### src/hdl/ftba_pkg.sv
// ----------------------------------------------------------------------------
// ftba_pkg
// Shared types, codes and constants of the frame-tagged bump allocator.
// ----------------------------------------------------------------------------
package ftba_pkg;

  // Field widths
  localparam int SIZE_W   = 24;  // request and handle size field
  localparam int OFF_W    = 27;  // offsets, fill levels and capacities
  localparam int FRAME_W  = 10;  // frame counter and handle frame tag
  localparam int HANDLE_W = 62;  // packed handle
  localparam int PAD_W    = 25;  // padded size, up to 2^24
  localparam int ALIGN_W  = 4;   // uniform alignment exponent
  localparam int RENDER_W = 3;   // render set field

  // Handle layout
  localparam int SIZE_LSB  = 28;
  localparam int SIZE_MSB  = 51;
  localparam int FRAME_LSB = 52;
  localparam int FRAME_MSB = 61;

  // Fixed region alignments (log2 bytes)
  localparam logic [ALIGN_W-1:0] VERTEX_ALIGN_LOG2 = ALIGN_W'(5);
  localparam logic [ALIGN_W-1:0] INDEX_ALIGN_LOG2  = ALIGN_W'(4);

  // Configuration port
  localparam int ADDR_W = 4;
  localparam int DATA_W = 32;

  localparam logic [OFF_W-1:0]   STATIC_CAP_RESET    = OFF_W'(67108864);
  localparam logic [OFF_W-1:0]   TRANSIENT_CAP_RESET = OFF_W'(2097152);
  localparam logic [OFF_W-1:0]   UNIFORM_CAP_RESET   = OFF_W'(2097152);
  localparam logic [ALIGN_W-1:0] ALIGN_LOG2_RESET    = ALIGN_W'(8);

  localparam int FRAMES_DEFAULT = 2;

  // Commands
  typedef enum logic [1:0] {
    CMD_ALLOC        = 2'd0,
    CMD_TICK         = 2'd1,
    CMD_QUERY        = 2'd2,
    CMD_CLEAR_STATIC = 2'd3
  } cmd_e_t;

  // Region codes
  localparam logic [1:0] KIND_VERTEX  = 2'd0;
  localparam logic [1:0] KIND_INDEX   = 2'd1;
  localparam logic [1:0] KIND_UNIFORM = 2'd2;

  // Register map
  typedef enum logic [1:0] {
    REG_STATIC_CAP    = 2'd0,
    REG_TRANSIENT_CAP = 2'd1,
    REG_UNIFORM_CAP   = 2'd2,
    REG_ALIGN_LOG2    = 2'd3
  } reg_e_t;

  typedef struct packed {
    logic [OFF_W-1:0]   static_cap;
    logic [OFF_W-1:0]   transient_cap;
    logic [OFF_W-1:0]   uniform_cap;
    logic [ALIGN_W-1:0] align_log2;
  } cfg_t;

  typedef struct packed {
    cmd_e_t              cmd;
    logic                pool_static;
    logic [1:0]          buffer_kind;
    logic [SIZE_W-1:0]   alloc_bytes;
    logic [HANDLE_W-1:0] query_handle;
  } req_t;

  typedef struct packed {
    logic [HANDLE_W-1:0] alloc_handle;
    logic                out_of_space;
    logic                handle_usable;
    logic                handle_current;
    logic                handle_static;
    logic [OFF_W-1:0]    handle_offset;
    logic [SIZE_W-1:0]   handle_size;
    logic [RENDER_W-1:0] render_set;
  } rsp_t;

endpackage

### src/hdl/ftba_apb_regs.sv
// ----------------------------------------------------------------------------
// ftba_apb_regs
// APB-style configuration registers: capacities and uniform alignment.
// ----------------------------------------------------------------------------
module ftba_apb_regs (
  input  logic                        clk,
  input  logic                        rst,
  input  logic                        psel,
  input  logic                        penable,
  input  logic                        pwrite,
  input  logic [ftba_pkg::ADDR_W-1:0] paddr,
  input  logic [ftba_pkg::DATA_W-1:0] pwdata,
  output logic [ftba_pkg::DATA_W-1:0] prdata,
  output logic                        pready,
  output ftba_pkg::cfg_t              cfg
);

  ftba_pkg::reg_e_t sel;

  assign sel    = ftba_pkg::reg_e_t'(paddr[3:2]);
  assign pready = 1'b1;

  // Register write in the access phase
  always_ff @(posedge clk) begin
    if (rst) begin
      cfg.static_cap    <= ftba_pkg::STATIC_CAP_RESET;
      cfg.transient_cap <= ftba_pkg::TRANSIENT_CAP_RESET;
      cfg.uniform_cap   <= ftba_pkg::UNIFORM_CAP_RESET;
      cfg.align_log2    <= ftba_pkg::ALIGN_LOG2_RESET;
    end else if (psel && penable && pwrite) begin
      case (sel)
        ftba_pkg::REG_STATIC_CAP:    cfg.static_cap    <= pwdata[ftba_pkg::OFF_W-1:0];
        ftba_pkg::REG_TRANSIENT_CAP: cfg.transient_cap <= pwdata[ftba_pkg::OFF_W-1:0];
        ftba_pkg::REG_UNIFORM_CAP:   cfg.uniform_cap   <= pwdata[ftba_pkg::OFF_W-1:0];
        ftba_pkg::REG_ALIGN_LOG2:    cfg.align_log2    <= pwdata[ftba_pkg::ALIGN_W-1:0];
        default: ;
      endcase
    end
  end

  // Read-back
  always_comb begin
    case (sel)
      ftba_pkg::REG_STATIC_CAP:    prdata = ftba_pkg::DATA_W'(cfg.static_cap);
      ftba_pkg::REG_TRANSIENT_CAP: prdata = ftba_pkg::DATA_W'(cfg.transient_cap);
      ftba_pkg::REG_UNIFORM_CAP:   prdata = ftba_pkg::DATA_W'(cfg.uniform_cap);
      ftba_pkg::REG_ALIGN_LOG2:    prdata = ftba_pkg::DATA_W'(cfg.align_log2);
      default:                     prdata = '0;
    endcase
  end

endmodule

### src/hdl/ftba_core.sv
// ----------------------------------------------------------------------------
// ftba_core
// Allocator state (frame counter, set pointers, fill levels) and the
// combinational command logic that reads and updates it.
// ----------------------------------------------------------------------------
module ftba_core #(
  parameter int FRAMES = ftba_pkg::FRAMES_DEFAULT
) (
  input  logic           clk,
  input  logic           rst,
  input  ftba_pkg::cfg_t cfg,
  input  logic           fire,
  input  ftba_pkg::req_t req,
  output ftba_pkg::rsp_t rsp
);

  localparam int SET_W = $clog2(FRAMES);

  logic [ftba_pkg::FRAME_W-1:0] frame_number;
  logic [SET_W-1:0]             active_set;
  logic [SET_W-1:0]             previous_set;
  logic [ftba_pkg::OFF_W-1:0]   static_fill    [3];
  logic [ftba_pkg::OFF_W-1:0]   transient_fill [FRAMES][3];

  logic [SET_W-1:0]             next_set;
  logic                         kind_ok;
  logic [1:0]                   region;
  logic [ftba_pkg::ALIGN_W-1:0] align_lg;
  logic [ftba_pkg::PAD_W-1:0]   round_sum;
  logic [ftba_pkg::PAD_W-1:0]   bytes;
  logic [ftba_pkg::PAD_W-1:0]   align_mask;
  logic [ftba_pkg::PAD_W-1:0]   pad_sum;
  logic [ftba_pkg::PAD_W-1:0]   padded;
  logic [ftba_pkg::OFF_W-1:0]   cap;
  logic [ftba_pkg::OFF_W-1:0]   cur_fill;
  logic [ftba_pkg::OFF_W:0]     end_pos;
  logic                         do_alloc;
  logic                         fits;
  logic [ftba_pkg::FRAME_W-1:0] prev_frame;
  logic [ftba_pkg::FRAME_W-1:0] tag;
  logic                         st;

  assign next_set = (active_set == SET_W'(FRAMES - 1)) ? '0 : active_set + SET_W'(1);

  // Region decode and size padding
  always_comb begin
    kind_ok  = 1'b1;
    region   = req.buffer_kind;
    align_lg = ftba_pkg::VERTEX_ALIGN_LOG2;
    case (req.buffer_kind)
      ftba_pkg::KIND_VERTEX:  align_lg = ftba_pkg::VERTEX_ALIGN_LOG2;
      ftba_pkg::KIND_INDEX:   align_lg = ftba_pkg::INDEX_ALIGN_LOG2;
      ftba_pkg::KIND_UNIFORM: align_lg = cfg.align_log2;
      default: begin
        kind_ok = 1'b0;
        region  = ftba_pkg::KIND_VERTEX;
      end
    endcase
  end

  assign round_sum  = {1'b0, req.alloc_bytes} + ftba_pkg::PAD_W'(15);
  assign bytes      = {round_sum[ftba_pkg::PAD_W-1:4], 4'b0000};
  assign align_mask = (ftba_pkg::PAD_W'(1) << align_lg) - ftba_pkg::PAD_W'(1);
  assign pad_sum    = bytes + align_mask;
  assign padded     = pad_sum & ~align_mask;

  // Capacity and current pointer of the selected region
  always_comb begin
    if (region == ftba_pkg::KIND_UNIFORM) cap = cfg.uniform_cap;
    else if (req.pool_static)             cap = cfg.static_cap;
    else                                  cap = cfg.transient_cap;
  end

  assign cur_fill = req.pool_static ? static_fill[region] : transient_fill[active_set][region];
  assign end_pos  = {1'b0, cur_fill} + (ftba_pkg::OFF_W + 1)'(padded);
  assign fits     = (end_pos <= {1'b0, cap});
  assign do_alloc = (req.cmd == ftba_pkg::CMD_ALLOC) && kind_ok && (req.alloc_bytes != '0);

  // Query fields
  assign st         = req.query_handle[0];
  assign tag        = req.query_handle[ftba_pkg::FRAME_MSB:ftba_pkg::FRAME_LSB];
  assign prev_frame = frame_number - ftba_pkg::FRAME_W'(1);

  // Result
  always_comb begin
    rsp = '0;
    case (req.cmd)
      ftba_pkg::CMD_ALLOC: begin
        if (do_alloc) begin
          if (fits) begin
            rsp.alloc_handle = {frame_number, bytes[ftba_pkg::SIZE_W-1:0], cur_fill,
                                req.pool_static};
          end else begin
            rsp.out_of_space = 1'b1;
          end
        end
      end
      ftba_pkg::CMD_QUERY: begin
        rsp.handle_usable  = st || (tag == prev_frame);
        rsp.handle_current = st || (tag == frame_number);
        rsp.handle_static  = st;
        rsp.handle_offset  = req.query_handle[ftba_pkg::OFF_W:1];
        rsp.handle_size    = req.query_handle[ftba_pkg::SIZE_MSB:ftba_pkg::SIZE_LSB];
      end
      default: ;
    endcase
    // render set reflects the rotation done by this item
    if (req.cmd == ftba_pkg::CMD_TICK) rsp.render_set = ftba_pkg::RENDER_W'(active_set);
    else                               rsp.render_set = ftba_pkg::RENDER_W'(previous_set);
  end

  // State update
  always_ff @(posedge clk) begin
    if (rst) begin
      frame_number <= '0;
      active_set   <= '0;
      previous_set <= '0;
      for (int k = 0; k < 3; k++) static_fill[k] <= '0;
      for (int s = 0; s < FRAMES; s++)
        for (int k = 0; k < 3; k++) transient_fill[s][k] <= '0;
    end else if (fire) begin
      case (req.cmd)
        ftba_pkg::CMD_ALLOC: begin
          if (do_alloc && fits) begin
            if (req.pool_static) static_fill[region] <= end_pos[ftba_pkg::OFF_W-1:0];
            else transient_fill[active_set][region] <= end_pos[ftba_pkg::OFF_W-1:0];
          end
        end
        ftba_pkg::CMD_TICK: begin
          frame_number <= frame_number + ftba_pkg::FRAME_W'(1);
          previous_set <= active_set;
          active_set   <= next_set;
          for (int k = 0; k < 3; k++) transient_fill[next_set][k] <= '0;
        end
        ftba_pkg::CMD_CLEAR_STATIC: begin
          static_fill[ftba_pkg::KIND_VERTEX] <= '0;
          static_fill[ftba_pkg::KIND_INDEX]  <= '0;
        end
        default: ;
      endcase
    end
  end

endmodule

### src/hdl/frame_tagged_bump_allocator.sv
// ----------------------------------------------------------------------------
// frame_tagged_bump_allocator
// Bump allocator for vertex, index and uniform regions with one static set
// and FRAMES per-frame transient sets, packed frame-tagged handles.
// ----------------------------------------------------------------------------
//  channel  | dir | handshake           | payload
//  ---------+-----+---------------------+-------------------------------------
//  req      | in  | req_valid/req_ready | ftba_pkg::req_t (command item)
//  rsp      | out | rsp_valid/rsp_ready | ftba_pkg::rsp_t (one result per item)
//  config   | in  | psel/penable/pready | 4 registers at byte address 4*i
//
//  One item per cycle sustained while rsp_ready stays high; a result passes
//  through the input register, then the command logic into the result
//  register, before it can be taken.
//  The fill registers sit beside the command logic, so back-to-back items see
//  each other's updates with no hazard.
//  Reset clears the allocator state and both valid flags; no clearing pass.
//  A stalled result holds the input register; the result register and input
//  register together hold two items under back-pressure.
// ----------------------------------------------------------------------------
module frame_tagged_bump_allocator #(
  parameter int FRAMES = ftba_pkg::FRAMES_DEFAULT
) (
  input  logic                        clk,
  input  logic                        rst,
  input  logic                        req_valid,
  output logic                        req_ready,
  input  ftba_pkg::req_t              req,
  output logic                        rsp_valid,
  input  logic                        rsp_ready,
  output ftba_pkg::rsp_t              rsp,
  input  logic                        psel,
  input  logic                        penable,
  input  logic                        pwrite,
  input  logic [ftba_pkg::ADDR_W-1:0] paddr,
  input  logic [ftba_pkg::DATA_W-1:0] pwdata,
  output logic [ftba_pkg::DATA_W-1:0] prdata,
  output logic                        pready
);

  ftba_pkg::cfg_t cfg;
  ftba_pkg::req_t s1_req;
  ftba_pkg::rsp_t s1_rsp;
  logic           s1_valid;
  logic           s1_adv;

  ftba_apb_regs u_regs (
    .clk     (clk),
    .rst     (rst),
    .psel    (psel),
    .penable (penable),
    .pwrite  (pwrite),
    .paddr   (paddr),
    .pwdata  (pwdata),
    .prdata  (prdata),
    .pready  (pready),
    .cfg     (cfg)
  );

  ftba_core #(.FRAMES(FRAMES)) u_core (
    .clk  (clk),
    .rst  (rst),
    .cfg  (cfg),
    .fire (s1_adv),
    .req  (s1_req),
    .rsp  (s1_rsp)
  );

  // Stage advance: result register empty or being drained
  assign s1_adv    = s1_valid && (!rsp_valid || rsp_ready);
  assign req_ready = !s1_valid || s1_adv;

  // Input register
  always_ff @(posedge clk) begin
    if (rst) begin
      s1_valid <= 1'b0;
    end else if (req_ready) begin
      s1_valid <= req_valid;
    end
  end

  always_ff @(posedge clk) begin
    if (req_ready && req_valid) begin
      s1_req <= req;
    end
  end

  // Result register
  always_ff @(posedge clk) begin
    if (rst) begin
      rsp_valid <= 1'b0;
    end else if (s1_adv) begin
      rsp_valid <= 1'b1;
    end else if (rsp_ready) begin
      rsp_valid <= 1'b0;
    end
  end

  always_ff @(posedge clk) begin
    if (s1_adv) begin
      rsp <= s1_rsp;
    end
  end

  // Checks
  a_oos_no_handle: assert property (@(posedge clk) disable iff (rst)
    rsp_valid && rsp.out_of_space |-> rsp.alloc_handle == '0)
    else $error("out_of_space result carries a handle");

  a_stall_full: assert property (@(posedge clk) disable iff (rst)
    !req_ready |-> s1_valid && rsp_valid && !rsp_ready)
    else $error("input stalled while a stage is free");

  a_adv_fills: assert property (@(posedge clk) disable iff (rst)
    s1_adv |=> rsp_valid)
    else $error("advanced item did not reach the result register");

  a_usable_current: assert property (@(posedge clk) disable iff (rst)
    rsp_valid && rsp.handle_usable && rsp.handle_current |-> rsp.handle_static)
    else $error("transient handle reported both previous and current frame");

endmodule
### config.mk
export PLATFORM = sky130hd
export DESIGN_NAME = frame_tagged_bump_allocator
export DESIGN_NICKNAME = d
export VERILOG_FILES = /design/src/hdl/ftba_pkg.sv /design/src/hdl/ftba_apb_regs.sv /design/src/hdl/ftba_core.sv /design/src/hdl/frame_tagged_bump_allocator.sv
export SDC_FILE = /design/constraint.sdc
export NUM_CORES = 1
export LEC_CHECK = 0
export BUFFER_PORTS_ARGS = -buffer_cell sky130_fd_sc_hd__buf_2
export CORE_MARGIN = 2
export CORE_UTILIZATION = 25
export CTS_CLUSTER_SIZE = 25
export DETAILED_ROUTE_END_ITERATION = 7
export MAX_ROUTING_LAYER = met4
export PLACE_DENSITY = 0.52
export SYNTH_ARGS = -nofsm -noshare
export SYNTH_HDL_FRONTEND = slang
export SYNTH_HIERARCHICAL = 1
export SYNTH_SLANG_ARGS = --single-unit
### constraint.sdc
create_clock -name clk -period 16.8 [get_ports clk]
set_clock_uncertainty 0.05 [all_clocks]
set_input_delay 0.84 -clock clk [delete_from_list [all_inputs] [get_ports clk]]
set_output_delay 0.84 -clock clk [all_outputs]
set_load 0.05 [all_outputs]
==> summary.md, run 1 <==
| Metric | Value |
|---|---|
| Arr. time, crit path | `11460 ps` |
| Syn_area_per_cell | `11.8 um2` |
| Main area contributors after synthesis | `edfxtp_1, dfxtp_1, mux2i_1` |
| Antenna violations before repair | `2` |
| DP Worst Slack | `5650 ps` |
| Starting Density | `25.3%` |
| Endpoints failing setup | `0` |
| Max IR drop VDD | `0.0000762 V` |
| Leading area contributor after synthesis | `edfxtp_1` |
| Comb pwr share | `16.4%` |
| CP Launch Type | `register` |
| Setup ws final | `5530 ps` |
| Post-synthesis sequential area ratio | `56.6%` |
| RSZ-0062 raised after global routing | `no` |
| Slowest CP cell | `nor2_4` |
| Cell Area, Synth | `28100 um2` |
| Setup TNS Final | `0 ps` |
| Worst flop-to-flop path startpoint | `s1_req[86]$_DFFE_PP_` |
| Slew Limit Fails | `0` |
| # IOs | `289` |
| PwrDens | `108 nW/um2` |
| Vias in the first global route | `18800` |
| Clk Latency, worst-skew pair | `640 ps` |
| Synth Area in XOR/XNOR | `2.24%` |
| Switch Pwr | `1.01 mW` |
| Layout Nets | `2853` |
| Routed WL | `84.7 mm` |
| Most common cell in the netlist | `edfxtp_1` |
| Tmin final | `11270 ps` |
| Post-synth ARST share | `0%` |
| Hold Buf Count CTS | `0` |
| P_int | `2.56 mW` |
| Flop pwr share | `45.3%` |
| CP endpoint kind | `register` |
| Synth Flop Type | `edfxtp_1` |
| Most instantiated cells after synthesis | `edfxtp_1, nor2_1, mux2i_1` |
| Final RePlAce weighted congestion | `0.891` |
| DR pass1 iterations | `5` |
| CP max stage delay | `870 ps` |
| Dpl hpwl | `56.4 mm` |
| R2R Setup Slk | `5530 ps` |
| Root Driver | `clkbuf_16` |
| Lkg Pwr | `12.6 nW` |
| Mux share of post-synthesis cell area | `11.4%` |
| Antenna viol nets, final | `0` |
| Post-synth EDFFs | `427` |
| Worst slew pin tran | `1280 ps` |
| Post-synthesis simple-gate area fraction | `15.7%` |
| # clock sinks | `581` |
| Share of the synthesized area in the top cell type | `45.6%` |
| Worst Setup SP | `s1_req[86]$_DFFE_PP_` |
| Htree depth | `2` |
| Gr ovfl total | `0` |
| Initial DRC count | `1834` |
| Total power | `3.57 mW` |
| Critical path type | `reg2reg` |
| CTS buffer count | `59` |
| Site row count | `122` |
| Combinational family with the most area after synthesis | `simple AND/OR/NAND/NOR gates` |
| Clock buffer depth | `3` |
| IO Port Bufs | `275` |
| Post-CTS Resized | `0` |
| Clock Pin Slew Worst Setup and Hold Paths | `70 ps` |
| Layout cells sized above 1 | `20.1%` |
| Die Y | `339 um` |
| Total number of vias | `19500` |
| Ys Warns | `6` |
| Dpl cells | `4070` |
| Largest net degree at the start of global routing | `106` |
| MaxCap Viol Count | `0` |
| Synth Register Bits | `581` |
| Vias per cell | `4.66` |
| Clock power share | `38.3%` |
| CTS tree | `built` |
| First-pass GRT wire length | `124 mm` |
| FILL cells | `11500` |
| Worst Path Required | `16990 ps` |
| Gate Count Post-Synth | `2388` |
| Post-route DRC | `0` |
| HP Start | `req[41]` |
| Final hold viol count | `0` |
| Rel. slew slack | `13.9%` |
| Hold Crit Class | `in2reg` |
| Die area | `115000 um2` |
| Routed len/inst | `20.2 um` |
| Final clock period utilization by the worst path | `67.1%` |
| Post-CTS Setup Repair Bufs | `0` |
| Netlist cell types | `81` |
| Core area | `111000 um2` |
| Status | `complete, no violations` |
| Die X | `339 um` |
| Fmax achieved | `0.0887 GHz` |
| Post-synthesis adder-cell area fraction | `3.44%` |
| Synth-to-Final Area Change | `18.0%` |
| Total global-route track usage | `14.7%` |
| Compound-Gate Fraction of Synth Area | `6.74%` |
| Sw Ratio | `28.3%` |
| Non-Filler Instances | `4184` |
| CP max FO | `41` |
## worst max-delay path: cells and delay by family (launching register included)
| kind | cells | cell delay, ps |
|---|---|---|
| AO/OA/AOI/OAI | 11 | 3180 |
| flip-flops | 1 | 530 |
| adder cells (fa/ha/maj) | 4 | 1550 |
| buffers and inverters | 6 | 1530 |
| AND/OR/NAND/NOR | 12 | 3980 |
## layout by cell type (no fill, tap or decap), types with 66 or more instances in the layout
| cell type | synthesis | final |
|---|---|---|
| o21ai_0 | 66 | 66 |
| a21oi_1 | 134 | 134 |
| edfxtp_1 | 427 | 427 |
| nand2b_1 | 130 | 127 |
| nor2_1 | 237 | 234 |
| ha_1 | 74 | 71 |
| and2_1 | 96 | 96 |
| mux2i_1 | 169 | 169 |
| buf_2 | 8 | 274 |
| inv_1 | 100 | 100 |
| nand2_1 | 153 | 153 |
| dfxtp_1 | 154 | 153 |
## path summary, 6_finish.rpt
path | endpoint | cells past startpoint
worst min register to register | u_core/static_fill[0][12]$_SDFFE_PP0P_ | 2
worst max-delay path | u_core/static_fill[3][6]$_DFFE_PP_ | 33
worst min-delay path | s1_req[41]$_DFFE_PP_ | 1
worst max register to register | u_core/static_fill[3][6]$_DFFE_PP_ | 33
## area by class of cell
class	count	area, um2	area share (%)
antenna	2	5.00	0.0151
clock buffer	73	1630	4.91
clock inverter	39	370	1.12
inverter	101	379	1.14
multi-input combinational	1575	11200	33.9
sequential	581	15900	48.0
tap	1488	1860	5.62
timing repair buffer	325	1750	5.29
## power by group through the flow
stage	sequential, mW	clock (mW)	combinational [mW]
3_3_place_gp	1.65	0	0.579
6_report	1.62	1.37	0.587
5_1_grt	1.62	1.46	0.632
2_1_floorplan	1.69	0	0.323
3_5_place_dp	1.65	0	0.580
4_1_cts	1.62	1.41	0.582
## state kept, by name (all words and copies together) (netlist names), 10 cells and up, named ones only
name,flops
u_core/transient_fill,162
u_core/frame_number,10
rsp,120
u_core/static_fill,108
u_regs/cfg,85
s1_req,91
## layer usage
layer,routed length (um),share of wire (%),GRT usage (%)
met1,39300,46,20.2
met4,2320,2.7,4.48
met5,0,0,-
met3,6050,7.1,2.93
met2,37000,44,21.8
## per-stage QoR
stage,hold slack [ps],utilization [%],cell area (um2)
CTS,271,29.8,33100
global route,280,29.8,33100
detailed placement,425,28.0,31100
global placement,416,28.0,31100
finish,322,29.8,33100
floorplan,380,-,28100
## logic make-up (layout without fill, tap and decap cells)
group,after synthesis,after routing
and+or+nand+nor,853,853
DFF,581,581
AOI/OAI and AO/OA,314,314
muxes,248,248
buffers and inverters,241,538
adders and majority gates,76,76
xor gates and xnor gates,72,72
other,3,14
Note: power is estimated with default switching activity, not from simulation.
==> run 2: changes to the inputs <==
PLACE_DENSITY = 0.54   (was 0.52)
clock period = 9.5 ns   (was 16.8 ns; I/O delays follow)
==> run 2 against run 1 <==
  * Global-route usage is 0.31 points lower
  * Sequential power grew 77%
  * Worst hold slack lost 280 ps
  * Die area unchanged
  * Sequential share of layout area fell by 1.6 points
  * Critical path type unchanged
  * First-iteration DRC count decreased by 15%
  * Sequential cell count stayed put
  * Register-to-register slack worse by 5000 ps
  * Via count up 1.9%
==> summary.md, run 2 (same netlist as run 1, synthesis figures left out) <==
| Metric | Value |
|---|---|
| Status | `complete, no violations` |
| Final RePlAce weighted congestion | `0.878 (-1.5%)` |
| Hold Crit Class | `in2reg` |
| Rel. slew slack | `21.5% (+7.5 points)` |
| Root Driver | `clkbuf_16` |
| Most frequent cells in the layout | `edfxtp_1, buf_2, nor2_1` |
| Worst flop-to-flop path startpoint | `s1_req[86]$_DFFE_PP_` |
| WP buf/inv | `1 (-5)` |
| Routed WL | `83.0 mm (-2.0%)` |
| Commonest non-fill, non-tap cell in the layout | `edfxtp_1` |
| Layout Nets | `2988 (+4.7%)` |
| Slew Limit Fails | `0 (unchanged)` |
| Post-route DRC | `0 (unchanged)` |
| CP Depth | `30 (-9.1%)` |
| MaxCap Viol Count | `0 (unchanged)` |
| Vias in the first global route | `19300 (+2.5%)` |
| R2R Setup Slk | `490 ps (-5040 ps)` |
| Routed len/inst | `19.2 um (-5.1%)` |
| Clock power share | `36.5% (-1.8 points)` |
| Die area | `115000 um2 (unchanged)` |
| Layout cells sized above 1 | `20.4% (+0.24 points)` |
| CP endpoint kind | `register` |
| CP Launch Type | `register` |
| Top Registers | `u_core/transient_fill (162), rsp (120), u_core/static_fill (108)` |
| Max IR drop VDD | `0.000142 V (+86%)` |
| Initial DRC count | `1565 (-15%)` |
| Final hold viol count | `0 (unchanged)` |
| Flop pwr share | `45.7% (+0.4 points)` |
| FILL cells | `11500 (-0.43%)` |
| Antenna violations before repair | `4 (+2)` |
| CTS tree | `built` |
| CTS buffer count | `60 (+1.7%)` |
| Sw Ratio | `28.7% (+0.39 points)` |
| Arr. time, crit path | `9450 ps (-2010 ps)` |
| Total global-route track usage | `14.4% (-0.31 points)` |
| First-pass GRT wire length | `124 mm (about the same)` |
| CP max FO | `18 (-56%)` |
| Endpoints failing setup | `0 (unchanged)` |
| Clock Pin Slew Worst Setup and Hold Paths | `60 ps (about the same)` |
| Worst Path Required | `9940 ps (-7050 ps)` |
| CP dominant cell by count | `a21oi_1` |
| Lkg Pwr | `13.2 nW (+4.5%)` |
| Max reg flops | `162 (unchanged)` |
| P_int | `4.46 mW (+74%)` |
| Switch Pwr | `1.80 mW (+77%)` |
| Die X | `339 um (unchanged)` |
| CP max stage delay | `640 ps (-230 ps)` |
| Fmax achieved | `0.111 GHz (+25%)` |
| # IOs | `289 (unchanged)` |
| Comb pwr share | `17.7% (+1.3 points)` |
| Clk Latency, worst-skew pair | `650 ps (about the same)` |
| Site row count | `122 (unchanged)` |
| Crit-path leading delay family | `compound AO/OA/AOI/OAI gates` |
| Tmin final | `9010 ps (-2260 ps)` |
| Total number of vias | `19900 (+1.9%)` |
| IO Port Bufs | `275 (unchanged)` |
| Worst setup endpoint | `u_core/transient_fill[0][20]$_SDFFCE_PN0P_` |
| Total power | `6.25 mW (+75%)` |
| Worst slew pin tran | `1170 ps (-103 ps)` |
| PwrDens | `182 nW/um2 (+69%)` |
| Clock buffer depth | `3 (unchanged)` |
| Final clock period utilization by the worst path | `94.8% (+28 points)` |
| Antenna viol nets, final | `0 (unchanged)` |
| Core area | `111000 um2 (unchanged)` |
| # clock sinks | `581 (unchanged)` |
| Slowest CP cell | `or4_4` |
| Worst R2R Path Depth | `30 (-9.1%)` |
| Gr ovfl total | `0 (unchanged)` |
| Reg-to-Reg End | `u_core/transient_fill[0][20]$_SDFFCE_PN0P_` |
| Die Y | `339 um (unchanged)` |
| Largest net degree at the start of global routing | `114 (+7.5%)` |
| Vias per cell | `4.60 (-1.3%)` |
| Worst Setup SP | `s1_req[86]$_DFFE_PP_` |
| DR pass1 iterations | `5 (unchanged)` |
| Starting Density | `25.3% (unchanged)` |
| Synth-to-Final Area Change | `22.1%` |
| Worst hold slack | `41.4 ps (-281 ps)` |
| Htree depth | `2 (unchanged)` |
| Dpl hpwl | `56.7 mm (+0.49%)` |
| Biggest register | `u_core/transient_fill` |
| Critical path type | `reg2reg` |
[run 2: cell count changes in the layout (fill, tap and decap cells not counted), sizes merged]
cell | previous run | this run
dlygate4sd3 | 0 | 91
clkbuf | 73 | 83
inv | 104 | 106
buf | 325 | 368
clkinvlp | 8 | 2
bufinv | 6 | 1
[run 2: worst reg2reg max path, delay by kind of cell, from the launching register on]
family | cells | cell delay, ps
fa+ha+maj | 4 | 1290
simple gates | 9 | 3160
buf+inv | 1 | 150
flops | 1 | 510
xor+xnor | 2 | 500
compound gates | 14 | 3200
[run 2: stage by stage]
stage / setup WS, ps / std cells / setup TNS (ps) / util [%] / instance area (um2)
global route: -22.9 / 4319 / -22.9 / 30.9 / 34300
detailed placement: 118 / 4112 / 0 / 28.3 / 31500
global placement: 171 / 4112 / 0 / 28.3 / 31500
floorplan: 156 / 2397 / 0 / - / 28100
finish: 492 / 4319 / 0 / 30.9 / 34300
CTS: 27.2 / 4316 / 0 / 30.8 / 34300
[run 2: per-layer routing]
layer | wire, um | vias up | track usage, % | part of all wire (%)
li1 | - | 9363 | - | -
met1 | 40100 | 9794 | 20.8 | 48
met2 | 36100 | 632 | 21.1 | 44
met3 | 5650 | 84 | 2.50 | 6.8
met4 | 1130 | 0 | 2.69 | 1.4
met5 | 0 | - | - | 0
[run 2: repair_timing]
item / in CTS / in global routing
setup endpoints to repair: 0 / 500
hold endpoints to repair: 91 / 0
gates resized for setup: 0 / 5
hold buffers: 91 / 0
buffers inserted: 0 / 1
[run 2: worst min-delay path by stage]
stage	startpoint	end	slack (ps)	cells past startpoint
6_report	req_valid	s1_valid$_SDFFE_PP0P_	40	3
5_1_grt	req_valid	s1_valid$_SDFFE_PP0P_	40	3
4_1_cts	req_valid	s1_valid$_SDFFE_PP0P_	8	3
3_5_place_dp	u_core/static_fill[1][10]$_SDFFE_PP0P_	u_core/static_fill[1][10]$_SDFFE_PP0P_	420	2
3_3_place_gp	u_core/static_fill[0][21]$_SDFFE_PP0P_	u_core/static_fill[0][21]$_SDFFE_PP0P_	410	2
2_1_floorplan	u_core/previous_set$_SDFFE_PP0P_	u_core/previous_set$_SDFFE_PP0P_	380	2
[run 2: layout make-up]
type                    count  area (um2)  area share (%)
flip-flops and latches    581       15900            46.4
multi-input cells        1575       11200            32.8
repair buffers            459        3040            8.85
well taps                1488        1860            5.43
clock buffers              83        1660            4.82
inverters                 101         379            1.11
clock inverters            30         221           0.646
diodes                      2        5.00          0.0146
[run 2: power by group through the flow]
stage	registers [mW]	clock network [mW]	logic (mW)
2_1_floorplan	2.98	0	0.571
3_3_place_gp	2.91	0	1.06
3_5_place_dp	2.91	0	1.06
4_1_cts	2.86	2.35	1.10
5_1_grt	2.87	2.45	1.19
6_report	2.86	2.28	1.11
